`src/hdl/pgwc_pkg.sv`:
```
// ----------------------------------------------------------------------------
// Priority grant package
// Shared constants and field widths for the priority grant block and its
// request and response channels.
// ----------------------------------------------------------------------------
package pgwc_pkg;

   // Fixed widths of the channel fields.
   localparam int LEVEL_W = 6;

   // Default sizing of the waiter count store.
   localparam int NUM_LEVELS_DEF = 64;
   localparam int COUNT_BITS_DEF = 8;

   // Request function codes.
   localparam logic FUNC_ACQUIRE = 1'b0;
   localparam logic FUNC_RELEASE = 1'b1;

   // Response status codes.
   localparam logic STATUS_OK      = 1'b0;
   localparam logic STATUS_DROPPED = 1'b1;

endpackage

```
`src/hdl/pgwc_req_if.sv`:
```
// ----------------------------------------------------------------------------
// Priority grant request channel
// Valid/ready channel carrying one acquire or release request.
// ----------------------------------------------------------------------------
interface pgwc_req_if;

   logic                        valid;
   logic                        ready;
   logic                        func;
   logic [pgwc_pkg::LEVEL_W-1:0] level;

   modport source (output valid, output func, output level, input ready);
   modport sink   (input valid, input func, input level, output ready);

endinterface

```
`src/hdl/pgwc_rsp_if.sv`:
```
// ----------------------------------------------------------------------------
// Priority grant response channel
// Valid/ready channel carrying the outcome of one request.
// ----------------------------------------------------------------------------
interface pgwc_rsp_if;

   logic                        valid;
   logic                        ready;
   logic                        granted;
   logic [pgwc_pkg::LEVEL_W-1:0] grant_level;
   logic                        busy_res;
   logic                        status;

   modport source (output valid, output granted, output grant_level, output busy_res,
                   output status, input ready);
   modport sink   (input valid, input granted, input grant_level, input busy_res,
                   input status, output ready);

endinterface

```
`src/hdl/priority_grant_with_waiter_counts.sv`:
```
// ----------------------------------------------------------------------------
// Priority grant with waiter counts
// Fixed-priority arbiter for one shared resource that keeps a count of
// waiters for every priority level in a synchronous memory.
// ----------------------------------------------------------------------------
// Usage:
// A request on req_bus either acquires (func = 0) or releases (func = 1) the
// shared resource. An acquire at a given level is granted at once when the
// resource is free and no level of higher priority (lower number) has
// waiters; otherwise the waiter count of its level is incremented, or, when
// that count is already full, the request is dropped with status = 1. A
// release hands the resource to the highest-priority level with waiters and
// decrements that count; with no waiters the resource becomes free.
// Every request produces exactly one response on rsp_bus.
//
// Timing: a request is accepted in the idle state, the waiter count memory is
// read at that edge into a register, and the update state then performs the
// read-modify-write and loads the response register. A new request is only
// accepted once the previous one has left the update state. A nonzero bitmap
// with a priority encoder picks the first waiting level in the accept cycle.
// The response register holds the result while the receiver stalls; a new
// request is still accepted, but its update waits until the register frees.
// Reset clears the resource to free and the nonzero bitmap to empty at once,
// so no clearing pass over the memory is needed: a level whose bit is clear
// reads as a count of zero.
// ----------------------------------------------------------------------------
module priority_grant_with_waiter_counts #(
   parameter int NUM_LEVELS = pgwc_pkg::NUM_LEVELS_DEF,
   parameter int COUNT_BITS = pgwc_pkg::COUNT_BITS_DEF
) (
   input logic         clock,
   input logic         reset,
   pgwc_req_if.sink    req_bus,
   pgwc_rsp_if.source  rsp_bus
);

   localparam int LVL_W = $clog2(NUM_LEVELS);
   localparam int EXT_W = LVL_W + pgwc_pkg::LEVEL_W;

   typedef enum logic [1:0] {
      ST_IDLE   = 2'b01,
      ST_UPDATE = 2'b10
   } state_type;

   // Control state.
   state_type              state_ff, state_in;
   logic                   held_ff, held_in;
   logic [NUM_LEVELS-1:0]  nonzero_ff, nonzero_in;
   logic                   rsp_valid_ff, rsp_valid_in;

   // Captured request and its decisions.
   logic                   func_ff;
   logic [LVL_W-1:0]       tgt_ff;
   logic                   tgt_nonzero_ff;
   logic                   grant_now_ff;
   logic                   has_waiter_ff;

   // Waiter count memory.
   logic [COUNT_BITS-1:0]  count_mem [NUM_LEVELS];
   logic [COUNT_BITS-1:0]  rd_data_ff;
   logic                   wr_en;
   logic [COUNT_BITS-1:0]  wr_data;

   // Response register.
   logic                          rsp_granted_ff, rsp_granted_in;
   logic [pgwc_pkg::LEVEL_W-1:0]  rsp_glevel_ff, rsp_glevel_in;
   logic                          rsp_busy_ff, rsp_busy_in;
   logic                          rsp_status_ff, rsp_status_in;

   // Accept-cycle decode.
   logic                   req_fire;
   logic                   rsp_fire;
   logic                   advance;
   logic [EXT_W-1:0]       level_ext;
   logic                   level_in_range;
   logic [LVL_W-1:0]       lvl_sat;
   logic [LVL_W-1:0]       first_waiter;
   logic                   any_waiter;
   logic                   higher_waiter;
   logic [LVL_W-1:0]       rd_addr;
   logic [COUNT_BITS-1:0]  cur_count;
   logic [EXT_W-1:0]       grant_ext;

   assign req_bus.ready = (state_ff == ST_IDLE);
   assign req_fire      = req_bus.valid && req_bus.ready;
   assign rsp_fire      = rsp_valid_ff && rsp_bus.ready;
   // The update may only complete when the response register can take its result.
   assign advance       = (state_ff == ST_UPDATE) && (!rsp_valid_ff || rsp_bus.ready);

   // Levels beyond the configured range fold onto the lowest priority level.
   assign level_ext      = EXT_W'(req_bus.level);
   assign level_in_range = (32'(req_bus.level) < NUM_LEVELS);
   assign lvl_sat        = level_in_range ? level_ext[LVL_W-1:0] : LVL_W'(NUM_LEVELS - 1);

   // Priority encoder over the nonzero bitmap: lowest set index wins.
   always_comb begin
      first_waiter = '0;
      for (int i = NUM_LEVELS - 1; i >= 0; i--) begin
         if (nonzero_ff[i]) begin
            first_waiter = LVL_W'(i);
         end
      end
   end

   assign any_waiter    = |nonzero_ff;
   assign higher_waiter = any_waiter && (first_waiter < lvl_sat);

   // An acquire touches its own level, a release the first waiting level.
   assign rd_addr = (req_bus.func == pgwc_pkg::FUNC_ACQUIRE) ? lvl_sat : first_waiter;

   always_ff @(posedge clock) begin
      if (req_fire) begin
         func_ff        <= req_bus.func;
         tgt_ff         <= rd_addr;
         tgt_nonzero_ff <= nonzero_ff[rd_addr];
         grant_now_ff   <= !held_ff && !higher_waiter;
         has_waiter_ff  <= any_waiter;
      end
   end

   // Synchronous memory: one read at accept, at most one write at the update.
   always_ff @(posedge clock) begin
      if (wr_en) begin
         count_mem[tgt_ff] <= wr_data;
      end
      if (req_fire) begin
         rd_data_ff <= count_mem[rd_addr];
      end
   end

   // Entries never written are covered by a clear bitmap bit.
   assign cur_count = tgt_nonzero_ff ? rd_data_ff : '0;

   // Read-modify-write and response formation.
   always_comb begin
      wr_en          = 1'b0;
      wr_data        = cur_count;
      held_in        = held_ff;
      nonzero_in     = nonzero_ff;
      rsp_granted_in = rsp_granted_ff;
      rsp_glevel_in  = rsp_glevel_ff;
      rsp_busy_in    = rsp_busy_ff;
      rsp_status_in  = rsp_status_ff;
      grant_ext      = EXT_W'(tgt_ff);
      if (advance) begin
         rsp_granted_in = 1'b0;
         rsp_glevel_in  = '0;
         rsp_status_in  = pgwc_pkg::STATUS_OK;
         case (func_ff)
            pgwc_pkg::FUNC_ACQUIRE: begin
               if (grant_now_ff) begin
                  held_in        = 1'b1;
                  rsp_granted_in = 1'b1;
                  rsp_glevel_in  = grant_ext[pgwc_pkg::LEVEL_W-1:0];
               end else if (&cur_count) begin
                  rsp_status_in = pgwc_pkg::STATUS_DROPPED;
               end else begin
                  wr_en              = 1'b1;
                  wr_data            = cur_count + COUNT_BITS'(1);
                  nonzero_in[tgt_ff] = 1'b1;
               end
            end
            default: begin
               if (has_waiter_ff) begin
                  wr_en              = 1'b1;
                  wr_data            = cur_count - COUNT_BITS'(1);
                  nonzero_in[tgt_ff] = (cur_count != COUNT_BITS'(1));
                  held_in            = 1'b1;
                  rsp_granted_in     = 1'b1;
                  rsp_glevel_in      = grant_ext[pgwc_pkg::LEVEL_W-1:0];
               end else begin
                  held_in = 1'b0;
               end
            end
         endcase
         rsp_busy_in = held_in;
      end
   end

   always_comb begin
      state_in = state_ff;
      unique case (state_ff)
         ST_IDLE: begin
            if (req_fire) begin
               state_in = ST_UPDATE;
            end
         end
         ST_UPDATE: begin
            if (advance) begin
               state_in = ST_IDLE;
            end
         end
         default: state_in = ST_IDLE;
      endcase
   end

   always_comb begin
      rsp_valid_in = rsp_valid_ff;
      if (rsp_fire) begin
         rsp_valid_in = 1'b0;
      end
      if (advance) begin
         rsp_valid_in = 1'b1;
      end
   end

   always_ff @(posedge clock) begin
      if (reset) begin
         state_ff     <= ST_IDLE;
         held_ff      <= 1'b0;
         nonzero_ff   <= '0;
         rsp_valid_ff <= 1'b0;
      end else begin
         state_ff     <= state_in;
         held_ff      <= held_in;
         nonzero_ff   <= nonzero_in;
         rsp_valid_ff <= rsp_valid_in;
      end
   end

   always_ff @(posedge clock) begin
      rsp_granted_ff <= rsp_granted_in;
      rsp_glevel_ff  <= rsp_glevel_in;
      rsp_busy_ff    <= rsp_busy_in;
      rsp_status_ff  <= rsp_status_in;
   end

   assign rsp_bus.valid       = rsp_valid_ff;
   assign rsp_bus.granted     = rsp_granted_ff;
   assign rsp_bus.grant_level = rsp_glevel_ff;
   assign rsp_bus.busy_res    = rsp_busy_ff;
   assign rsp_bus.status      = rsp_status_ff;

   // A grant always leaves the resource held.
   a_grant_holds: assert property (@(posedge clock) disable iff (reset)
      advance && rsp_granted_in |=> rsp_busy_ff && held_ff)
      else $error("grant did not leave resource held");

   // A dropped request never grants anything.
   a_drop_no_grant: assert property (@(posedge clock) disable iff (reset)
      advance && (rsp_status_in == pgwc_pkg::STATUS_DROPPED) |=> !rsp_granted_ff)
      else $error("dropped request reported a grant");

   // The nonzero bitmap tracks every count written back.
   a_bitmap_tracks: assert property (@(posedge clock) disable iff (reset)
      wr_en |=> nonzero_ff[$past(tgt_ff)] == ($past(wr_data) != '0))
      else $error("nonzero bitmap out of step with waiter count");

   // An accepted request is always followed by its update cycle.
   a_accept_update: assert property (@(posedge clock) disable iff (reset)
      req_fire |=> state_ff == ST_UPDATE)
      else $error("accepted request did not enter update");

   // No update completes while an untaken response would be overwritten.
   a_no_overwrite: assert property (@(posedge clock) disable iff (reset)
      advance |-> !rsp_valid_ff || rsp_bus.ready)
      else $error("response register overwritten");

endmodule
```
`src/flat_wrapper.sv`:
```
// flat-port wrapper written by rule: the top's interface ports become plain ports
module priority_grant_with_waiter_counts_flat 
#(
   parameter int NUM_LEVELS = pgwc_pkg::NUM_LEVELS_DEF,
   parameter int COUNT_BITS = pgwc_pkg::COUNT_BITS_DEF
)
  (clock, reset, req_bus_valid, req_bus_func, req_bus_level, req_bus_ready, rsp_bus_valid, rsp_bus_granted, rsp_bus_grant_level, rsp_bus_busy_res, rsp_bus_status, rsp_bus_ready);
  pgwc_req_if req_bus_i ();
  pgwc_rsp_if rsp_bus_i ();
  input logic clock;
  input logic reset;
  input wire logic [$bits(req_bus_i.valid)-1:0] req_bus_valid;
  input wire logic [$bits(req_bus_i.func)-1:0] req_bus_func;
  input wire logic [$bits(req_bus_i.level)-1:0] req_bus_level;
  output wire logic [$bits(req_bus_i.ready)-1:0] req_bus_ready;
  output wire logic [$bits(rsp_bus_i.valid)-1:0] rsp_bus_valid;
  output wire logic [$bits(rsp_bus_i.granted)-1:0] rsp_bus_granted;
  output wire logic [$bits(rsp_bus_i.grant_level)-1:0] rsp_bus_grant_level;
  output wire logic [$bits(rsp_bus_i.busy_res)-1:0] rsp_bus_busy_res;
  output wire logic [$bits(rsp_bus_i.status)-1:0] rsp_bus_status;
  input wire logic [$bits(rsp_bus_i.ready)-1:0] rsp_bus_ready;
  assign req_bus_i.valid = req_bus_valid;
  assign req_bus_i.func = req_bus_func;
  assign req_bus_i.level = req_bus_level;
  assign req_bus_ready = req_bus_i.ready;
  assign rsp_bus_valid = rsp_bus_i.valid;
  assign rsp_bus_granted = rsp_bus_i.granted;
  assign rsp_bus_grant_level = rsp_bus_i.grant_level;
  assign rsp_bus_busy_res = rsp_bus_i.busy_res;
  assign rsp_bus_status = rsp_bus_i.status;
  assign rsp_bus_i.ready = rsp_bus_ready;
  priority_grant_with_waiter_counts #(.NUM_LEVELS(NUM_LEVELS), .COUNT_BITS(COUNT_BITS)) u_core (.clock(clock), .reset(reset), .req_bus(req_bus_i), .rsp_bus(rsp_bus_i));
endmodule
```
`config.mk`:
```
export PLATFORM = sky130hd
export DESIGN_NAME = priority_grant_with_waiter_counts_flat
export DESIGN_NICKNAME = d
export VERILOG_FILES = /design/src/hdl/pgwc_pkg.sv /design/src/hdl/pgwc_req_if.sv /design/src/hdl/pgwc_rsp_if.sv /design/src/hdl/priority_grant_with_waiter_counts.sv /design/src/flat_wrapper.sv
export SDC_FILE = /design/constraint.sdc
export NUM_CORES = 1
export LEC_CHECK = 0
export BUFFER_PORTS_ARGS = -buffer_cell sky130_fd_sc_hd__buf_2
export CAP_MARGIN = 20
export CELL_PAD_IN_SITES_DETAIL_PLACEMENT = 1
export CELL_PAD_IN_SITES_GLOBAL_PLACEMENT = 1
export CORE_AREA = 2 2 275 277
export CTS_CLUSTER_SIZE = 30
export DETAILED_ROUTE_END_ITERATION = 16
export DIE_AREA = 0 0 277 279
export PLACE_DENSITY_LB_ADDON = 0.1
export SLEW_MARGIN = 5
export SYNTH_ARGS = -nofsm -noshare
export SYNTH_HDL_FRONTEND = slang
export SYNTH_SLANG_ARGS = --single-unit
```
`constraint.sdc`:
```
create_clock -name clock -period 7.4 [get_ports clock]
set_clock_uncertainty 0.2 [all_clocks]
set_input_delay 1.11 -clock clock [delete_from_list [all_inputs] [get_ports clock]]
set_output_delay 1.11 -clock clock [all_outputs]
set_load 0.02 [all_outputs]
```
Word-level counts from Yosys, hierarchy flattened
Memories as Yosys holds them, arrays and structs flattened. A register that Yosys moved wholly into a read port is not among the register bits.
Index checks and enable logic that the tools add are counted.

storage, ports and cells
  input port bits = 11
  bits in registers = 87
  output and inout bits = 11
  word-level logic and storage cells = 145
  memories = 1
  RAM bits = 512

memories
  memory            depth  bits a word  rd ports  clocked after memory_dff  write ports  RTL line                                 text
  u_core.count_mem  64     8            1         1                         1            priority_grant_with_waiter_counts.sv:59  logic [COUNT_BITS-1:0] count_mem [NUM_LEVELS];

cells by class
  bitwise logic cells = 1
  order comparisons = 4
  reductions and logical operators = 16
  add/sub/neg operators = 2
  equality and inequality tests = 8
  multiplexer cells = 100

operators by type and width
  kind                   count
  $mux W6                68
  $mux W64               4
  $bwmux W64             1
  $or A64 B64 Y64        1
  $reduce_or A64 Y1      1
  $mux W8                6
  $mux W1                16
  $lt A6 B7 Y1 const B   2
  $add A8 B1 Y8 const B  1
  $ne A8 B1 Y1 const B   1
  $reduce_and A8 Y1      1
  $sub A8 B1 Y8 const B  1
  $bmux W1 S6            1
  $demux W1 S6           1
  $ge A6 B1 Y1 const B   1
  $logic_and A1 B1 Y1    6
  $lt A6 B6 Y1           1
  $ne A2 B1 Y1 const B   3
  $mux W2                2
  $ne A2 B2 Y1 const B   2
  $pmux W2 S2            1
  $reduce_and A4 Y1      1
  $logic_not A1 Y1       3
  $eq A2 B1 Y1 const B   1
  5 further kinds        5

Depth between registers and ports, before layout
  depth in word-level cells = 68
  depth in mapped cells = 16
  mapped depth without buffers = 13

Worst setup path before layout
Ideal clock, no wire load.

  path kind = input -> register
  start = input port rsp_bus_ready
  end = memory u_core.count_mem[0][7] (netlist name), data pin
  path buffers = 1
  slack = 1.586 ns
  stages = 8
  data required time = 6.461 ns
  arrival = 4.875 ns
  path through = nand2b_1 nand2_1 inv_1 clkbuf_1 and3_1 o21ai_0 a21oi_1 a221oi_1

between the ends
  longest elaborated chain between the ends = 3

RTL lines
  what                   RTL line                                  text
  start: declaration     flat_wrapper.sv:21                        input wire logic [$bits(rsp_bus_i.ready)-1:0] rsp_bus_ready;
  $logic_or A1 B1 Y1     priority_grant_with_waiter_counts.sv:88   assign advance = (state_ff == ST_UPDATE) && (!rsp_valid_ff || rsp_bus.ready);
  $logic_and A1 B1 Y1    priority_grant_with_waiter_counts.sv:88
  via u_core.advance     priority_grant_with_waiter_counts.sv:73   logic advance;
  $mux W8                priority_grant_with_waiter_counts.sv:145  if (advance) begin
  via u_core.wr_data[7]  priority_grant_with_waiter_counts.sv:62   logic [COUNT_BITS-1:0] wr_data;
  end: declaration       priority_grant_with_waiter_counts.sv:59

The timed path passes the listed nets, and every way through them passes these cells.

Worst setup path in the final report
  start = register u_core.nonzero_ff[1]
  end = register u_core.rd_data_ff[0] (read register of u_core.count_mem), data pin

between the ends
  longest elaborated chain between the ends = 3

RTL lines
  what                      RTL line                                  text
  start: declaration        priority_grant_with_waiter_counts.sv:48   logic [NUM_LEVELS-1:0] nonzero_ff, nonzero_in;
  start signal: assignment  priority_grant_with_waiter_counts.sv:216  nonzero_ff <= nonzero_in;
  $mux W6 (2 in series)     priority_grant_with_waiter_counts.sv:99   if (nonzero_ff[i]) begin
  $mux W6                   priority_grant_with_waiter_counts.sv:109  assign rd_addr = (req_bus.func == pgwc_pkg::FUNC_ACQUIRE) ? lvl_sat : first_waiter;
  end: declaration          priority_grant_with_waiter_counts.sv:60   logic [COUNT_BITS-1:0] rd_data_ff;

Every way passes these cells.
A chain may end at the register's enable or synchronous reset.

==> flow_metrics.py <==
metrics = {
    "power_and_ir_drop": {
        "leakagePower_nw": 9.811,
        "p_per_area_nw_per_um2": 261.2,
        "vdd_ir_drop_max_mv": 0.1644,
    },
    "clock_tree": {
        "cts_setup_buffers": 0,
        "clk_pin_slew_ns": 0.06,
        "cts_tree": "built",
        "cts_resized": 0,
        "cts.sinks": 607,
        "clock_latency_ns": 0.63,
        "htreeDepth": 3,
        "cts_buffers": 70,
        "cts_root_buffer": "clkbuf_16",
        "hold_buffers": 0,
        "cts_buffer_depth": 3,
    },
    "critical_path": {
        "startpoint_type": "flip-flop",
        "cp.required_ns": 7.56,
        "slowest_delay_ns": 0.76,
        "reg2reg_slack_ns": 1.81,
        "cp-end-kind": "flip-flop",
        "cp_cell_sequence": "nor4_1, o2111ai_1, a31oi_1, a21bo_1, nand2_8, inv_6, buf_4, mux4_2, and2_1, a211oi_1, a21oi_1, a211o_1",
        "crit_family": "compound AO/OA/AOI/OAI gates",
        "cp.arrival_ns": 5.75,
        "ff2ff_path_depth": 12,
        "critical_path_buf_inv_count": 2,
        "criticalPathCategory": "flip-flop to flip-flop",
        "crit_fanout": 71,
        "reg2reg_to": "u_core.rd_data_ff[0]",
        "slowest_stage": "buf_4",
        "crit_start": "u_core.nonzero_ff[1]",
        "worstReg2RegStart": "u_core.nonzero_ff[1]",
    },
    "timing": {
        "drv_slew": 0,
        "fmax_mhz": 178.9,
        "fin_crit_ns": 5.591,
        "tns_ns": 0,
        "relSlewSlack_pct": 25.67,
        "setup_ws_ns": 1.809,
        "setup_viol": 0,
        "rsz0062_at_grt": "false",
        "fin_crit_sh_pct": 75.55,
        "finalHoldViolCount": 0,
        "worst_pin_slew_ns": 1.111,
    },
    "routing": {
        "drtIter0Drc": 1475,
        "drc_errors": 0,
        "vias": 17070,
        "vias_per_cell": 5.682,
        "route.detailed.wl_per_inst_um": 27.92,
        "drt_first_pass_iters": 5,
        "wl_um": 83870,
        "ant_nets": 0,
    },
    "synthesis": {
        "synth_top_area_share_pct": 62.87,
        "synthXorXnorAreaFrac_pct": 0.1021,
        "synth_nets": 1975,
        "synth-simple-area-share_pct": 13.49,
        "synth_top_family_by_area": "simple AND/OR/NAND/NOR gates",
        "ys_seq_area_share_pct": 68.16,
        "yosysMostFrequentCell": "edfxtp_1",
        "synth_top_area_cell": "edfxtp_1",
        "synth.area.mux_share_pct": 5.696,
        "synthCells": 1956,
        "synth_cell_types": 72,
        "synth_fa_ha_area_share_pct": 0.3888,
        "syn_avg_cell_area_um2": 13.16,
        "ys_warn_count": 0,
        "synth_edf_count": 539,
        "synth.area.top_cells": "edfxtp_1, dfxtp_1, nand2_1",
        "async_flop_share_pct": 0,
        "ys_ff_latch": 607,
        "synthFlopType": "edfxtp_1",
        "synth_area_um2": 25740,
        "synth_common_cells": "edfxtp_1, nand2_1, nor2_1",
        "synth_compound_area_share_pct": 9.721,
    },
    "floorplan": {
        "core_area_um2": 74070,
        "die-area_um2": 77280,
        "die_w_um": 277,
        "initial_core_util_pct": 34.76,
        "ios": 22,
        "row_count": 100,
        "die_h_um": 279,
    },
    "placement": {
        "dpl_worst_slack_ns": 1.643,
        "dpl.cell_count": 2871,
        "port_buffers": 21,
        "gp_congestion": 0.8902,
        "hpwl_um": 52660,
    },
    "worst_hold_path": {
        "min_delay_worst_endpoint": "u_core.rsp_bus.valid",
        "worstHoldPathType": "flip-flop to flip-flop",
        "worstHoldPathCells": 2,
        "hp-start": "u_core.state_ff[1]",
    },
    "global_route": {
        "grt_first_pass_wirelength_um": 122500,
        "antenna_found_initial": 2,
        "grtUsageTotal_pct": 21.66,
        "grt_max_degree": 75,
        "grt_pass1_vias": 17287,
        "overflow": 0,
    },
    "cells_and_area": {
        "fill_cells": 7680,
        "drive_gt1_share_pct": 11.31,
        "finish.net_count": 2001,
        "area_growth_pct": 13.94,
        "fin_cells": 3004,
    },
    "run_status": {
        "status": "finished, final reports clean",
    },
    "run": {
        "drv_cap": 0,
    },
}
-- final cells by class --
cell class | count | area [um^2] | share of cell area, %
diodes | 1 | 2.502 | 0.008531
clock buffers | 89 | 1907 | 6.501
clock inverters | 35 | 306.5 | 1.045
inverters | 30 | 120.1 | 0.4095
multi-input cells | 1203 | 7695 | 26.23
flip-flops and latches | 607 | 17550 | 59.82
well taps | 969 | 1212 | 4.133
repair buffers | 70 | 541.8 | 1.847
-- state kept, by name (all words and copies together) (netlist names), 2 cells and up --
signal	count
u_core.count_mem	512
u_core.rd_data_ff	8
u_core.rsp_bus.grant_level	6
u_core.tgt_ff	6
u_core.nonzero_ff	64
u_core.state_ff	2
-- cells by family after synthesis --
| family | Yosys count |
|---|---|
| AO/OA/AOI/OAI | 346 |
| XOR/XNOR | 3 |
| adder cells (fa/ha/maj) | 8 |
| buffers and inverters | 146 |
| flip-flops | 607 |
| multiplexers | 89 |
| AND/OR/NAND/NOR | 757 |
-- worst reg2reg max path, delay by kind of cell (launching register included) --
family	cells	cell delay (ns)
compound gates	6	1.61
buf+inv	2	1.57
flops	1	0.38
mux	1	0.45
simple gates	3	1.14
-- how the worst max path moves through the flow --
| stage | end | slack [ns] | cells past startpoint |
|---|---|---|---|
| final | u_core.rd_data_ff[0] | 1.81 | 12 |
| after global routing | u_core.rd_data_ff[0] | 1.36 | 12 |
| after CTS | u_core.rd_data_ff[3] | 1.82 | 12 |
| after detailed placement | u_core.rd_data_ff[3] | 1.64 | 12 |
| after global placement | u_core.rd_data_ff[0] | 1.61 | 11 |
| after floorplan | u_core.count_mem[0][7] | 1.59 | 8 |
-- cells in the final DEF (no fill, tap or decap), types with 5 or more instances in the layout --
master / instances
o21ai_0: 14
mux4_2: 44
and2_1: 11
dfxtp_1: 68
a31oi_1: 29
o211ai_1: 5
nor2_1: 174
clkbuf_1: 14
nor3_1: 21
a2111oi_0: 32
nor2b_1: 15
edfxtp_1: 539
clkinv_2: 8
inv_1: 24
o221ai_1: 10
nand4_1: 8
o21a_1: 6
and3_1: 56
ha_1: 8
a311oi_1: 9
a211oi_1: 125
a21oi_1: 56
bufinv_16: 5
or3_1: 5
or4_1: 12
nand2_1: 274
nand2b_1: 7
mux2i_1: 43
clkbuf_16: 73
buf_2: 21
buf_4: 34
nand3_1: 135
buf_6: 10
nor4_1: 20
a211o_1: 10
clkinv_1: 18
-- metrics by stage --
stage / area (um^2) / hold WS (ns) / power (mW) / util (%)
after global routing: 29330 / 0.3356 / 7.903 / 39.60
after CTS: 29240 / 0.2925 / 7.745 / 39.47
after floorplan: 25740 / 0.2500 / 4.132 / -
after global placement: 26920 / 0.2699 / 4.329 / 36.34
after detailed placement: 27020 / 0.2806 / 4.340 / 36.48
final: 29330 / 0.2904 / 7.662 / 39.60
-- where the power goes --
part | internal [mW] | switching (mW) | total, mW
sequential | 3.77 | 0.0220 | 3.79
clock | 1.99 | 1.41 | 3.40
combinational | 0.121 | 0.353 | 0.474
total | 5.88 | 1.78 | 7.66
-- routing by layer --
metal | global-route usage (%) | wire length [um] | vias to the layer above | share of wire, %
met5 | 0 | 0 | - | 0
met4 | 7.414 | 2331 | 0 | 2.8
met3 | 3.790 | 4479 | 119 | 5.3
met2 | 34.04 | 38590 | 447 | 46
met1 | 30.36 | 38460 | 8909 | 46
li1 | - | - | 7595 | -
No activity file was read; power rests on OpenSTA's default activity.
